$ cat src/design/vcr_pkg.sv
// vcr_pkg: constants and helpers for the voice channel repack block.
// Holds the whitening sequence, field widths and the whitening bit lookup.
// No dependencies.
package vcr_pkg;

    localparam int unsigned WORD_W    = 49;
    localparam int unsigned CH_W      = 104;
    localparam int unsigned CH_HI_W   = 40;
    localparam int unsigned CH_LO_W   = 64;
    localparam int unsigned TRIPLED   = 27;
    localparam int unsigned PLAIN_N   = 22;
    localparam int unsigned PLAIN_ST  = 81;
    localparam int unsigned ILV_ROWS  = 4;
    localparam int unsigned ILV_COLS  = 26;

    // request codes
    typedef enum logic {
        CMD_ENCODE = 1'b0,
        CMD_DECODE = 1'b1
    } t_cmd;

    // whitening bytes, sent MSB first
    localparam logic [7:0] WHITEN_SEQ [13] = '{
        8'h93, 8'hD7, 8'h51, 8'h21, 8'h9C, 8'h2F, 8'h6C,
        8'hD0, 8'hEF, 8'h0F, 8'hF8, 8'h3D, 8'hF1
    };

    // whitening bit for channel bit idx (0..103)
    function automatic logic whiten_bit(input logic [6:0] idx);
        logic [7:0] byte_v;
        byte_v = WHITEN_SEQ[idx[6:3]];
        return byte_v[3'd7 - idx[2:0]];
    endfunction

endpackage

$ cat src/design/vcr_if.sv
// vcr_if: valid/ready channel interfaces for the voice channel repack block.
// Request side carries the command and both payloads; result side the outputs.
// Depends on vcr_pkg for field widths.
interface vcr_in_if import vcr_pkg::*; ();
    logic                 valid;
    logic                 ready;
    logic                 command;
    logic [WORD_W-1:0]    vocoder_word;
    logic [CH_HI_W-1:0]   channel_in_high;
    logic [CH_LO_W-1:0]   channel_in_low;

    modport source (output valid, command, vocoder_word, channel_in_high,
                    channel_in_low, input ready);
    modport sink   (input valid, command, vocoder_word, channel_in_high,
                    channel_in_low, output ready);
endinterface

interface vcr_out_if import vcr_pkg::*; ();
    logic                 valid;
    logic                 ready;
    logic [WORD_W-1:0]    vocoder_out;
    logic [CH_HI_W-1:0]   channel_out_high;
    logic [CH_LO_W-1:0]   channel_out_low;

    modport source (output valid, vocoder_out, channel_out_high, channel_out_low,
                    input ready);
    modport sink   (input valid, vocoder_out, channel_out_high, channel_out_low,
                    output ready);
endinterface

$ cat src/design/vcr_encoder.sv
// vcr_encoder: vocoder word to 104-bit interleaved, whitened voice channel.
// Purely combinational wiring and constant XOR. Depends on vcr_pkg.
module vcr_encoder import vcr_pkg::*; (
    input  logic [WORD_W-1:0] i_word,
    output logic [CH_W-1:0]   o_stream
);

    logic [CH_W-1:0] vch;

    always_comb begin
        // tripled leading bits, plain tail, bit 103 zero
        vch = '0;
        for (int k = 0; k < TRIPLED; k++) begin
            vch[3*k]     = i_word[WORD_W-1-k];
            vch[3*k + 1] = i_word[WORD_W-1-k];
            vch[3*k + 2] = i_word[WORD_W-1-k];
        end
        for (int k = 0; k < PLAIN_N; k++) begin
            vch[PLAIN_ST + k] = i_word[PLAIN_N-1-k];
        end

        // whiten and interleave 26 by 4; stream bit n sits at o_stream[103-n]
        o_stream = '0;
        for (int r = 0; r < ILV_ROWS; r++) begin
            for (int c = 0; c < ILV_COLS; c++) begin
                o_stream[CH_W-1-(c*ILV_ROWS + r)] =
                    vch[r*ILV_COLS + c] ^ whiten_bit(7'(r*ILV_COLS + c));
            end
        end
    end

endmodule

$ cat src/design/vcr_decoder.sv
// vcr_decoder: 104-bit voice channel back to the 49-bit vocoder word.
// Undoes interleave and whitening, keeps the middle copy of each triple.
// Depends on vcr_pkg.
module vcr_decoder import vcr_pkg::*; (
    input  logic [CH_W-1:0]   i_stream,
    output logic [WORD_W-1:0] o_word
);

    logic [CH_W-1:0] vch;

    always_comb begin
        // de-interleave and de-whiten
        vch = '0;
        for (int r = 0; r < ILV_ROWS; r++) begin
            for (int c = 0; c < ILV_COLS; c++) begin
                vch[r*ILV_COLS + c] = i_stream[CH_W-1-(c*ILV_ROWS + r)]
                    ^ whiten_bit(7'(r*ILV_COLS + c));
            end
        end

        // middle copy of each triple, then the plain tail
        o_word = '0;
        for (int k = 0; k < TRIPLED; k++) begin
            o_word[WORD_W-1-k] = vch[3*k + 1];
        end
        for (int k = 0; k < PLAIN_N; k++) begin
            o_word[PLAIN_N-1-k] = vch[PLAIN_ST + k];
        end
    end

endmodule

$ cat src/design/voice_channel_repack_core.sv
// Voice channel repack core: converts one voice frame per request between a
// 49-bit vocoder word and a 104-bit voice channel (tripled leading bits,
// whitening, 26 by 4 interleave), in either direction as the command selects.
// A new request is accepted every clock unless the pipe is full and stalled;
// each request passes the input register, then the result register, and a
// stalled result holds the pipe while one further request can wait in the
// input register. The unused result field is driven to zero.
module voice_channel_repack_core import vcr_pkg::*; (
    input  logic        i_clk,
    input  logic        i_rst_n,
    vcr_in_if.sink      i_in,
    vcr_out_if.source   o_out
);

    // input register
    logic                r_in_valid;
    logic                r_cmd;
    logic [WORD_W-1:0]   r_word;
    logic [CH_W-1:0]     r_stream;

    // result register
    logic                r_out_valid;
    logic [WORD_W-1:0]   r_vocoder;
    logic [CH_HI_W-1:0]  r_ch_hi;
    logic [CH_LO_W-1:0]  r_ch_lo;

    logic                advance;
    logic                in_take;
    logic [CH_W-1:0]     enc_stream;
    logic [WORD_W-1:0]   dec_word;

    // pipe moves when the result slot is empty or being taken
    assign advance    = !r_out_valid || o_out.ready;
    assign i_in.ready = !r_in_valid || advance;
    assign in_take    = i_in.valid && i_in.ready;

    vcr_encoder u_enc (
        .i_word   (r_word),
        .o_stream (enc_stream)
    );

    vcr_decoder u_dec (
        .i_stream (r_stream),
        .o_word   (dec_word)
    );

    // control
    always_ff @(posedge i_clk) begin
        if (!i_rst_n) begin
            r_in_valid  <= 1'b0;
            r_out_valid <= 1'b0;
        end else begin
            if (in_take) begin
                r_in_valid <= 1'b1;
            end else if (advance) begin
                r_in_valid <= 1'b0;
            end
            if (advance) begin
                r_out_valid <= r_in_valid;
            end
        end
    end

    // payload capture
    always_ff @(posedge i_clk) begin
        if (in_take) begin
            r_cmd    <= i_in.command;
            r_word   <= i_in.vocoder_word;
            r_stream <= {i_in.channel_in_high, i_in.channel_in_low};
        end
        if (advance) begin
            if (r_cmd == CMD_DECODE) begin
                r_vocoder <= dec_word;
                r_ch_hi   <= '0;
                r_ch_lo   <= '0;
            end else begin
                r_vocoder <= '0;
                r_ch_hi   <= enc_stream[CH_W-1:CH_LO_W];
                r_ch_lo   <= enc_stream[CH_LO_W-1:0];
            end
        end
    end

    assign o_out.valid            = r_out_valid;
    assign o_out.vocoder_out      = r_vocoder;
    assign o_out.channel_out_high = r_ch_hi;
    assign o_out.channel_out_low  = r_ch_lo;

endmodule
$ cat src/flat_wrapper.sv
// flat-port wrapper written by rule: the top's interface ports become plain ports
module voice_channel_repack_core_flat import vcr_pkg::*;
  (i_clk, i_rst_n, i_in_valid, i_in_command, i_in_vocoder_word, i_in_channel_in_high, i_in_channel_in_low, i_in_ready, o_out_valid, o_out_vocoder_out, o_out_channel_out_high, o_out_channel_out_low, o_out_ready);
  vcr_in_if i_in_i ();
  vcr_out_if o_out_i ();
  input  logic i_clk;
  input  logic i_rst_n;
  input wire logic [$bits(i_in_i.valid)-1:0] i_in_valid;
  input wire logic [$bits(i_in_i.command)-1:0] i_in_command;
  input wire logic [$bits(i_in_i.vocoder_word)-1:0] i_in_vocoder_word;
  input wire logic [$bits(i_in_i.channel_in_high)-1:0] i_in_channel_in_high;
  input wire logic [$bits(i_in_i.channel_in_low)-1:0] i_in_channel_in_low;
  output wire logic [$bits(i_in_i.ready)-1:0] i_in_ready;
  output wire logic [$bits(o_out_i.valid)-1:0] o_out_valid;
  output wire logic [$bits(o_out_i.vocoder_out)-1:0] o_out_vocoder_out;
  output wire logic [$bits(o_out_i.channel_out_high)-1:0] o_out_channel_out_high;
  output wire logic [$bits(o_out_i.channel_out_low)-1:0] o_out_channel_out_low;
  input wire logic [$bits(o_out_i.ready)-1:0] o_out_ready;
  assign i_in_i.valid = i_in_valid;
  assign i_in_i.command = i_in_command;
  assign i_in_i.vocoder_word = i_in_vocoder_word;
  assign i_in_i.channel_in_high = i_in_channel_in_high;
  assign i_in_i.channel_in_low = i_in_channel_in_low;
  assign i_in_ready = i_in_i.ready;
  assign o_out_valid = o_out_i.valid;
  assign o_out_vocoder_out = o_out_i.vocoder_out;
  assign o_out_channel_out_high = o_out_i.channel_out_high;
  assign o_out_channel_out_low = o_out_i.channel_out_low;
  assign o_out_i.ready = o_out_ready;
  voice_channel_repack_core u_core (.i_clk(i_clk), .i_rst_n(i_rst_n), .i_in(i_in_i), .o_out(o_out_i));
endmodule
$ cat config.mk
export PLATFORM = sky130hd
export DESIGN_NAME = voice_channel_repack_core_flat
export DESIGN_NICKNAME = d
export VERILOG_FILES = /design/src/design/vcr_pkg.sv /design/src/design/vcr_if.sv /design/src/design/vcr_encoder.sv /design/src/design/vcr_decoder.sv /design/src/design/voice_channel_repack_core.sv /design/src/flat_wrapper.sv
export SDC_FILE = /design/constraint.sdc
export NUM_CORES = 1
export LEC_CHECK = 0
export ABC_AREA = 1
export BUFFER_PORTS_ARGS = -buffer_cell sky130_fd_sc_hd__buf_2
export CAP_MARGIN = 20
export CORE_MARGIN = 5
export CORE_UTILIZATION = 35
export CTS_CLUSTER_DIAMETER = 150
export CTS_CLUSTER_SIZE = 14
export DETAILED_ROUTE_END_ITERATION = 6
export SLEW_MARGIN = 20
export SYNTH_ARGS = -nofsm -noshare
export SYNTH_HDL_FRONTEND = slang
export SYNTH_HIERARCHICAL = 1
export SYNTH_SLANG_ARGS = --single-unit
$ cat constraint.sdc
create_clock -name i_clk -period 6.7 [get_ports i_clk]
set_input_delay 0.67 -clock i_clk [delete_from_list [all_inputs] [get_ports i_clk]]
set_output_delay 0.67 -clock i_clk [all_outputs]
set_load 0.01 [all_outputs]
# [Yosys cells after proc, flatten, opt, wreduce, memory -nomap -nowiden]
# Index checks and enable logic that the tools add are counted.
[word_totals] register_bits=307 latch_bits=0 ram_bits=0 rom_bits=0 in_bits=158 out_inout_bits=155 word_cells=79 n_memories=0
[op_classes] n_addsub=0 mul=0 div=0 magnitude_cmp=0 n_eq_ne=0 shift=0 n_mux=3 n_bitwise=61 reduce_logical=6
[ops] cell="1-bit NOT" n=61
[ops] cell="1-bit 2-to-1 mux" n=3
[ops] cell="1-bit logical NOT" n=2
[ops] cell="1-bit logical OR" n=2
[ops] cell="2-bit nonzero test" n=1
[ops] cell="1-bit logical AND" n=1

# [Depth between registers and ports, before layout]
# Gate-level depths: netlist of run 1.
[logic_depth] word_depth=5 ltp_mapped=4 depth_no_buf=4

# [Hierarchy]
# The synthesis of run 1 kept the hierarchy.
[modules_own_cells] mod="voice_channel_repack_core" instances=1 cells_per_inst=642 area_each_um2=10583.9 seq_area_each_um2=9258.9
[modules_own_cells] mod="vcr_encoder" instances=1 cells_per_inst=105 area_each_um2=649.4 seq_area_each_um2=0.0
[modules_own_cells] mod="vcr_decoder" instances=1 cells_per_inst=49 area_each_um2=274.0 seq_area_each_um2=0.0

# [Worst setup path after synthesis of run 1]
# No wires, ideal clock.
[synth_timing] path_type="input to register" start="input o_out_ready" end="register u_core.r_ch_hi[0], in the netlist u_core/o_out.channel_out_high[0] (enable)" arrival_ps=3214 path_slack_ps=2194 stages=2 path_cell_list="inv_1 nand2_1"
[synth_between] elab_chain_cells=1
[synth_rtl] element="start: declaration" line="flat_wrapper.sv:18" rtl="input wire logic [$bits(o_out_i.ready)-1:0] o_out_ready;"
[synth_rtl] element="1-bit logical OR" line="voice_channel_repack_core.sv:33" rtl="assign advance = !r_out_valid || o_out.ready;"
[synth_rtl] element="net u_core.advance" line="voice_channel_repack_core.sv:27" rtl="logic advance;"
[synth_rtl] element="end signal: assignment" line="voice_channel_repack_core.sv:78" rtl="r_ch_hi <= enc_stream[CH_W-1:CH_LO_W];"
[synth_rtl] element="end: declaration" line="voice_channel_repack_core.sv:24" rtl="logic [CH_HI_W-1:0] r_ch_hi;"
# The timed path passes the listed nets, and every way through them passes these cells.
# A chain may end at the register's enable or synchronous reset.

# [Worst setup path after layout of run 1]
[layout_timing] start="register u_core.r_out_valid, in the netlist u_core/o_out.valid" end="register u_core.r_vocoder[12], in the netlist u_core/o_out.vocoder_out[12] (enable)"
[layout_between] elab_chain_cells=2
[layout_rtl] element="start: declaration" line="voice_channel_repack_core.sv:22" rtl="logic r_out_valid;"
[layout_rtl] element="start signal: assignment" line="voice_channel_repack_core.sv:59" rtl="r_out_valid <= r_in_valid;"
[layout_rtl] element="1-bit logical NOT" line="voice_channel_repack_core.sv:33"
[layout_rtl] element="1-bit logical OR" line="voice_channel_repack_core.sv:33"
[layout_rtl] element="net u_core.advance" line="voice_channel_repack_core.sv:27"
[layout_rtl] element="end signal: assignment" line="voice_channel_repack_core.sv:73" rtl="r_vocoder <= dec_word;"
[layout_rtl] element="end: declaration" line="voice_channel_repack_core.sv:23" rtl="logic [WORD_W-1:0] r_vocoder;"
# The timed path passes the listed nets, and every way through them passes these cells.

==> out/metrics.yaml, run 1 <==
cells_and_area:
  area_growth_pct: 16.3
  mostFrequentLayoutCells: "buf_2, edfxtp_1, inv_1, nor2_1, nand2_1"
  post-route-util_pct: 41.2
  num_antenna_cells: 0
  layout.nets: 1076
  layout_commonest_cell: "buf_2"
  fillers: 2640
  drive_gt1_share_pct: 31.1
clock_tree:
  root_buffer: "clkbuf_16"
  clockBufferDepth: 3
  cts_buffers: 22
  cts_resized: 0
  cts_tree: "yes"
  cts_setup_buffers: 0
  h-tree-depth: 1
  clkSlewWorstSetupHoldPaths_ns: 0.07
  cts_hold_buf: 0
  clock-sinks: 254
  insertion_delay_ns: 0.51
timing:
  slew_viol_final: 0
  period_needed_ns: 2.25
  rsz0062_at_grt: "no"
  slew_headroom_pct: 36.3
  max_freq_ghz: 0.444
  worst_pin_slew_ns: 0.956
  fin_setup_tns_ns: 0
  fin_ws_ns: 4.45
  hold_viol_final: 0
  setup_viol: 0
  finalClockSkew_ns: 0.0151
  min_period_over_period_pct: 33.6
power_and_ir_drop:
  p_leak_nw: 5.78
  p_per_area_mw_per_mm2: 287
  ir_worst_vdd_v: 0.000161
synthesis:
  synth.avg_cell_area_um2: 13.3
  syn-cell-area_mm2: 0.00986
  synth_cells: 741
  yosysWarnings: 6
  syn-num-nets: 899
die:
  die_h_um: 178
  dieArea_mm2: 0.0316
  ioPinCount: 313
  fp.dieW_um: 178
  placementRows: 61
  core_mm2: 0.0278
  start_util_pct: 35.5
global_route:
  track_usage_pct: 10.8
  grt_max_degree: 109
  antenna_found_initial: 4
  grt_overflow: 0
  grt_pass1_vias: 4891
  grt_pass1_wl_mm: 26.6
worst_setup_path:
  arrival_ns: 2.39
  crit_type: "reg2reg"
  start_kind: "register"
  critPathBufInv: 1
  critPathCaptureType: "register"
  crit_fanout: 71
  cp.required_ns: 6.83
  worstReg2RegStart: "u_core/o_out.valid"
  cp_top_family: "buffers and inverters"
  worstSetupStartpoint: "u_core/o_out.valid"
  cp_slowest_cell: "buf_4"
  cp_slowest_stage_delay_ns: 0.74
  crit_chain: "nand2_4, buf_4"
job:
  cap_violations: 0
routing:
  wl_per_cell_um: 13.6
  via_per_inst: 3.86
  vias: 5030
  drt_wl_total_mm: 17.7
  dr.first_iter.drc_count: 211
  ant_nets: 0
  drcViolationCount: 0
  dr.pass1.iters: 4
place:
  finalWeightedCongestion: 0.726
  dp_hpwl_mm: 11.9
  pre_cts_slack_ns: 3.91
  port-buffer-count: 257
outcome:
  outcome: "finished, final reports clean"
worst_hold_path:
  min_from: "i_in_vocoder_word[44]"
  hold_class: "in2reg"
## flip-flops by register name, indices dropped and copies added, names as in the netlist
name                           cells
u_core/o_out.channel_out_high     40
u_core/o_out.channel_out_low      64
u_core/o_out.valid                 1
u_core/o_out.vocoder_out          49
u_core/r_cmd                       1
u_core/r_in_valid                  1
u_core/r_stream                   49
u_core/r_word                     49
## per-stage QoR
stage	power, mW	instances	hold slack [ns]	area [um^2]
2_1_floorplan	2.10	741	0.427	9860
3_3_place_gp	2.18	1272	0.435	10800
3_5_place_dp	2.18	1272	0.443	10800
4_1_cts	3.36	1303	0.294	11500
5_1_grt	3.44	1303	0.296	11500
6_report	3.29	1303	0.333	11500
## metal layers
layer / global-route usage (%) / vias to the layer above / wire length [um]
met5: 0 / - / 59
met4: 3.19 / 8 / 500
met3: 3.86 / 36 / 1640
met2: 18.2 / 178 / 8390
met1: 13.0 / 2291 / 7090
li1: - / 2517 / -
## worst paths after layout
path	end	slack (ns)	cells past startpoint
max	u_core/o_out.vocoder_out[12]	4.45	2
max reg2reg	u_core/o_out.vocoder_out[12]	4.45	2
min reg2reg	u_core/o_out.valid	0.46	2
min	u_core/r_word[44]	0.33	1
## power by group
group / internal [mW] / switching (mW) / total, mW
clock: 0.623 / 0.529 / 1.15
sequential: 1.87 / 0.0291 / 1.90
combinational: 0.0903 / 0.151 / 0.242
total: 2.58 / 0.709 / 3.29
## final cells by class
class	count	area, um^2	area share, %
sequential	254	7610	66.4
timing repair buffer	262	1330	11.6
tap	378	473	4.13
multi-input combinational	159	608	5.31
clock inverter	1	16.3	0.142
clock buffer	30	602	5.25
inverter	219	825	7.20
## worst register-to-register path, delay by kind of cell (launching register included)
kind                   cells  cell delay [ns]
buffers and inverters      1             0.82
and+or+nand+nor            1             0.66
DFF                        1             0.34
No activity file was read; power rests on OpenSTA's default activity.
==> run 2, diff against run 1 <==
==> constraint.sdc (replaced) <==
create_clock -name i_clk -period 2.2 [get_ports i_clk]
set_input_delay 0.22 -clock i_clk [delete_from_list [all_inputs] [get_ports i_clk]]
set_output_delay 0.22 -clock i_clk [all_outputs]
set_load 0.01 [all_outputs]
==> run 2 against run 1 <==
Wire length grew 4.7%. Clock power grew to 3.1 times the previous value. Final cell count grew 8.2%. Power rose to 3.1 times the previous value. Via count is 7.8% higher. Critical endpoint is now u_core/r_word[10]. Flip-flop and latch count unchanged. Largest power group unchanged.
==> out/metrics.yaml, run 2 (synthesized netlist as in run 1, its figures left out) <==
clock_tree:
  clockBufferDepth: 3  # unchanged
  clkSlewWorstSetupHoldPaths_ns: 0.06  # about the same
  cts_resized: 0  # unchanged
  root_buffer: "clkbuf_16"
  cts_tree: "yes"
  cts_buffers: 22  # unchanged
  h-tree-depth: 1  # unchanged
  insertion_delay_ns: 0.50  # about the same
  clock-sinks: 254  # unchanged
global_route:
  busiest_layer: "met2"
  antenna_found_initial: 2  # -2
  gr-usage-met3_pct: 3.62  # -0.23 points
  grt_pass1_vias: 5476  # +12%
  grt_overflow: 0  # unchanged
  grt_max_degree: 95  # -13%
  grtUsageMet2_pct: 20.4  # +2.2 points
  gr-usage-met1_pct: 13.0  # about the same
  track_usage_pct: 11.4  # +0.60 points
  grt_pass1_wl_mm: 28.4  # +6.6%
timing:
  hold_ws_ns: 0.125  # -0.208 ns
  period_needed_ns: 1.58  # -0.673 ns
  min_period_over_period_pct: 71.9  # +38 points
  slew_headroom_pct: 50.4  # +14 points
  hold_viol_final: 0  # unchanged
  max_freq_ghz: 0.632  # +43%
  slew_viol_final: 0  # unchanged
  rsz0062_at_grt: "no"
  finalClockSkew_ns: 0.0132  # -0.00186 ns
  setup_viol: 0  # unchanged
  worst_pin_slew_ns: 0.744  # -0.212 ns
die:
  dieArea_mm2: 0.0316  # unchanged
  fp.dieW_um: 178  # unchanged
  die_h_um: 178  # unchanged
  ioPinCount: 313  # unchanged
  placementRows: 61  # unchanged
  core_mm2: 0.0278  # unchanged
  start_util_pct: 35.5  # unchanged
cells_and_area:
  post-route-util_pct: 45.3  # +4.0 points
  largest_register_ffs: 64  # unchanged
  layout_commonest_cell: "buf_2"
  instances_no_fill: 1410  # +8.2%
  mostFrequentLayoutCells: "buf_2, edfxtp_1, inv_1, nor2_1, dlygate4sd3_1"
  num_antenna_cells: 0  # unchanged
  area_growth_pct: 27.6
  layout.nets: 1182  # +9.9%
  drive_gt1_share_pct: 28.7  # -2.5 points
worst_setup_path:
  cp.required_ns: 2.33  # -4.50 ns
  crit_fanout: 57  # -20%
  worstReg2RegStart: "u_core/o_out.valid"
  crit_type: "reg2reg"
  critPathCaptureType: "register"
  r2r_slack_ns: 0.62  # -3.83 ns
  worstSetupStartpoint: "u_core/o_out.valid"
  arrival_ns: 1.71  # -0.68 ns
  cp_slowest_cell: "buf_4"
  cp_slowest_stage_delay_ns: 0.55  # -0.19 ns
  start_kind: "register"
  crit_chain: "nand3_4, nand2_2, clkinvlp_4, buf_4"
power_and_ir_drop:
  combPwrFrac_pct: 8.8  # +1.5 points
  p_per_area_mw_per_mm2: 811  # +180%
  swShare_pct: 21.5  # -0.022 points
  pwr-share-clk_pct: 34.5  # -0.5 points
  power_frac_seq_pct: 56.7  # -1.0 points
  p_switching_mw: 2.19  # +210%
  internal_power_mw: 8.00  # +210%
  ir_worst_vdd_v: 0.000574  # +260%
  p_leak_nw: 6.23  # +7.8%
job:
  cap_violations: 0  # unchanged
routing:
  ant_nets: 0  # unchanged
  vias: 5421  # +7.8%
  drt_wl_total_mm: 18.5  # +4.7%
  dr.first_iter.drc_count: 247  # +17%
  drcViolationCount: 0  # unchanged
  via_per_inst: 3.84  # -0.41%
  wl_per_cell_um: 13.1  # -3.3%
  dr.pass1.iters: 4  # unchanged
place:
  port-buffer-count: 257  # unchanged
  dp_hpwl_mm: 12.2  # +2.5%
  dp.cells: 1277  # +0.39%
  finalWeightedCongestion: 0.741  # +2.1%
outcome:
  outcome: "finished, final reports clean"
worst_hold_path:
  hold_class: "in2reg"
  min_from: "o_out_ready"
-- run 2: power groups by stage --
stage | combinational (mW) | clock [mW] | sequential, mW
2_1_floorplan | 0.365 | 0 | 6.02
3_3_place_gp | 0.758 | 0 | 5.88
3_5_place_dp | 0.771 | 0 | 5.89
4_1_cts | 0.915 | 3.67 | 5.79
5_1_grt | 0.994 | 3.88 | 5.81
6_report | 0.896 | 3.52 | 5.78
-- run 2: repair_timing --
item	in CTS	in global routing
hold buffers	101	0
setup buffers	0	0
hold endpoints to repair	101	0
-- run 2: worst max-delay path: cells and delay by family, from the launching register on --
| family | cells | cell delay (ns) |
|---|---|---|
| flip-flops | 1 | 0.37 |
| buffers and inverters | 2 | 0.62 |
| AND/OR/NAND/NOR | 2 | 0.15 |
-- run 2: metal layers --
metal	part of all wire (%)	vias up
met1	39	2466
met2	50	188
li1	-	2730
met3	8.7	33
met4	2.3	4
met5	0.11	-
-- run 2: cell type report --
class / instances / area (um^2)
Clock inverter: 1 / 16.3
Inverter: 219 / 826
Clock buffer: 31 / 606
Multi-Input combinational cell: 159 / 632
Sequential cell: 254 / 7610
Timing Repair Buffer: 368 / 2410
Tap cell: 378 / 473
Fill cell: 2526 / 15200
-- run 2: path summary, 6_finish.rpt --
path,endpoint,cells past startpoint
max,u_core/r_word[10],4
min reg2reg,u_core/o_out.valid,2
max reg2reg,u_core/r_word[10],4
min,u_core/r_in_valid,4
-- run 2: through the flow --
stage / instance area, um^2 / setup TNS [ns] / total power, mW / setup WS, ns
after floorplan: 9890 / -19.12 / 6.38 / -0.193
after global placement: 10900 / 0 / 6.64 / 0.558
after detailed placement: 10900 / 0 / 6.66 / 0.537
after CTS: 12600 / 0 / 10.4 / 0.596
after global routing: 12600 / 0 / 10.7 / 0.547
final: 12600 / 0 / 10.2 / 0.619
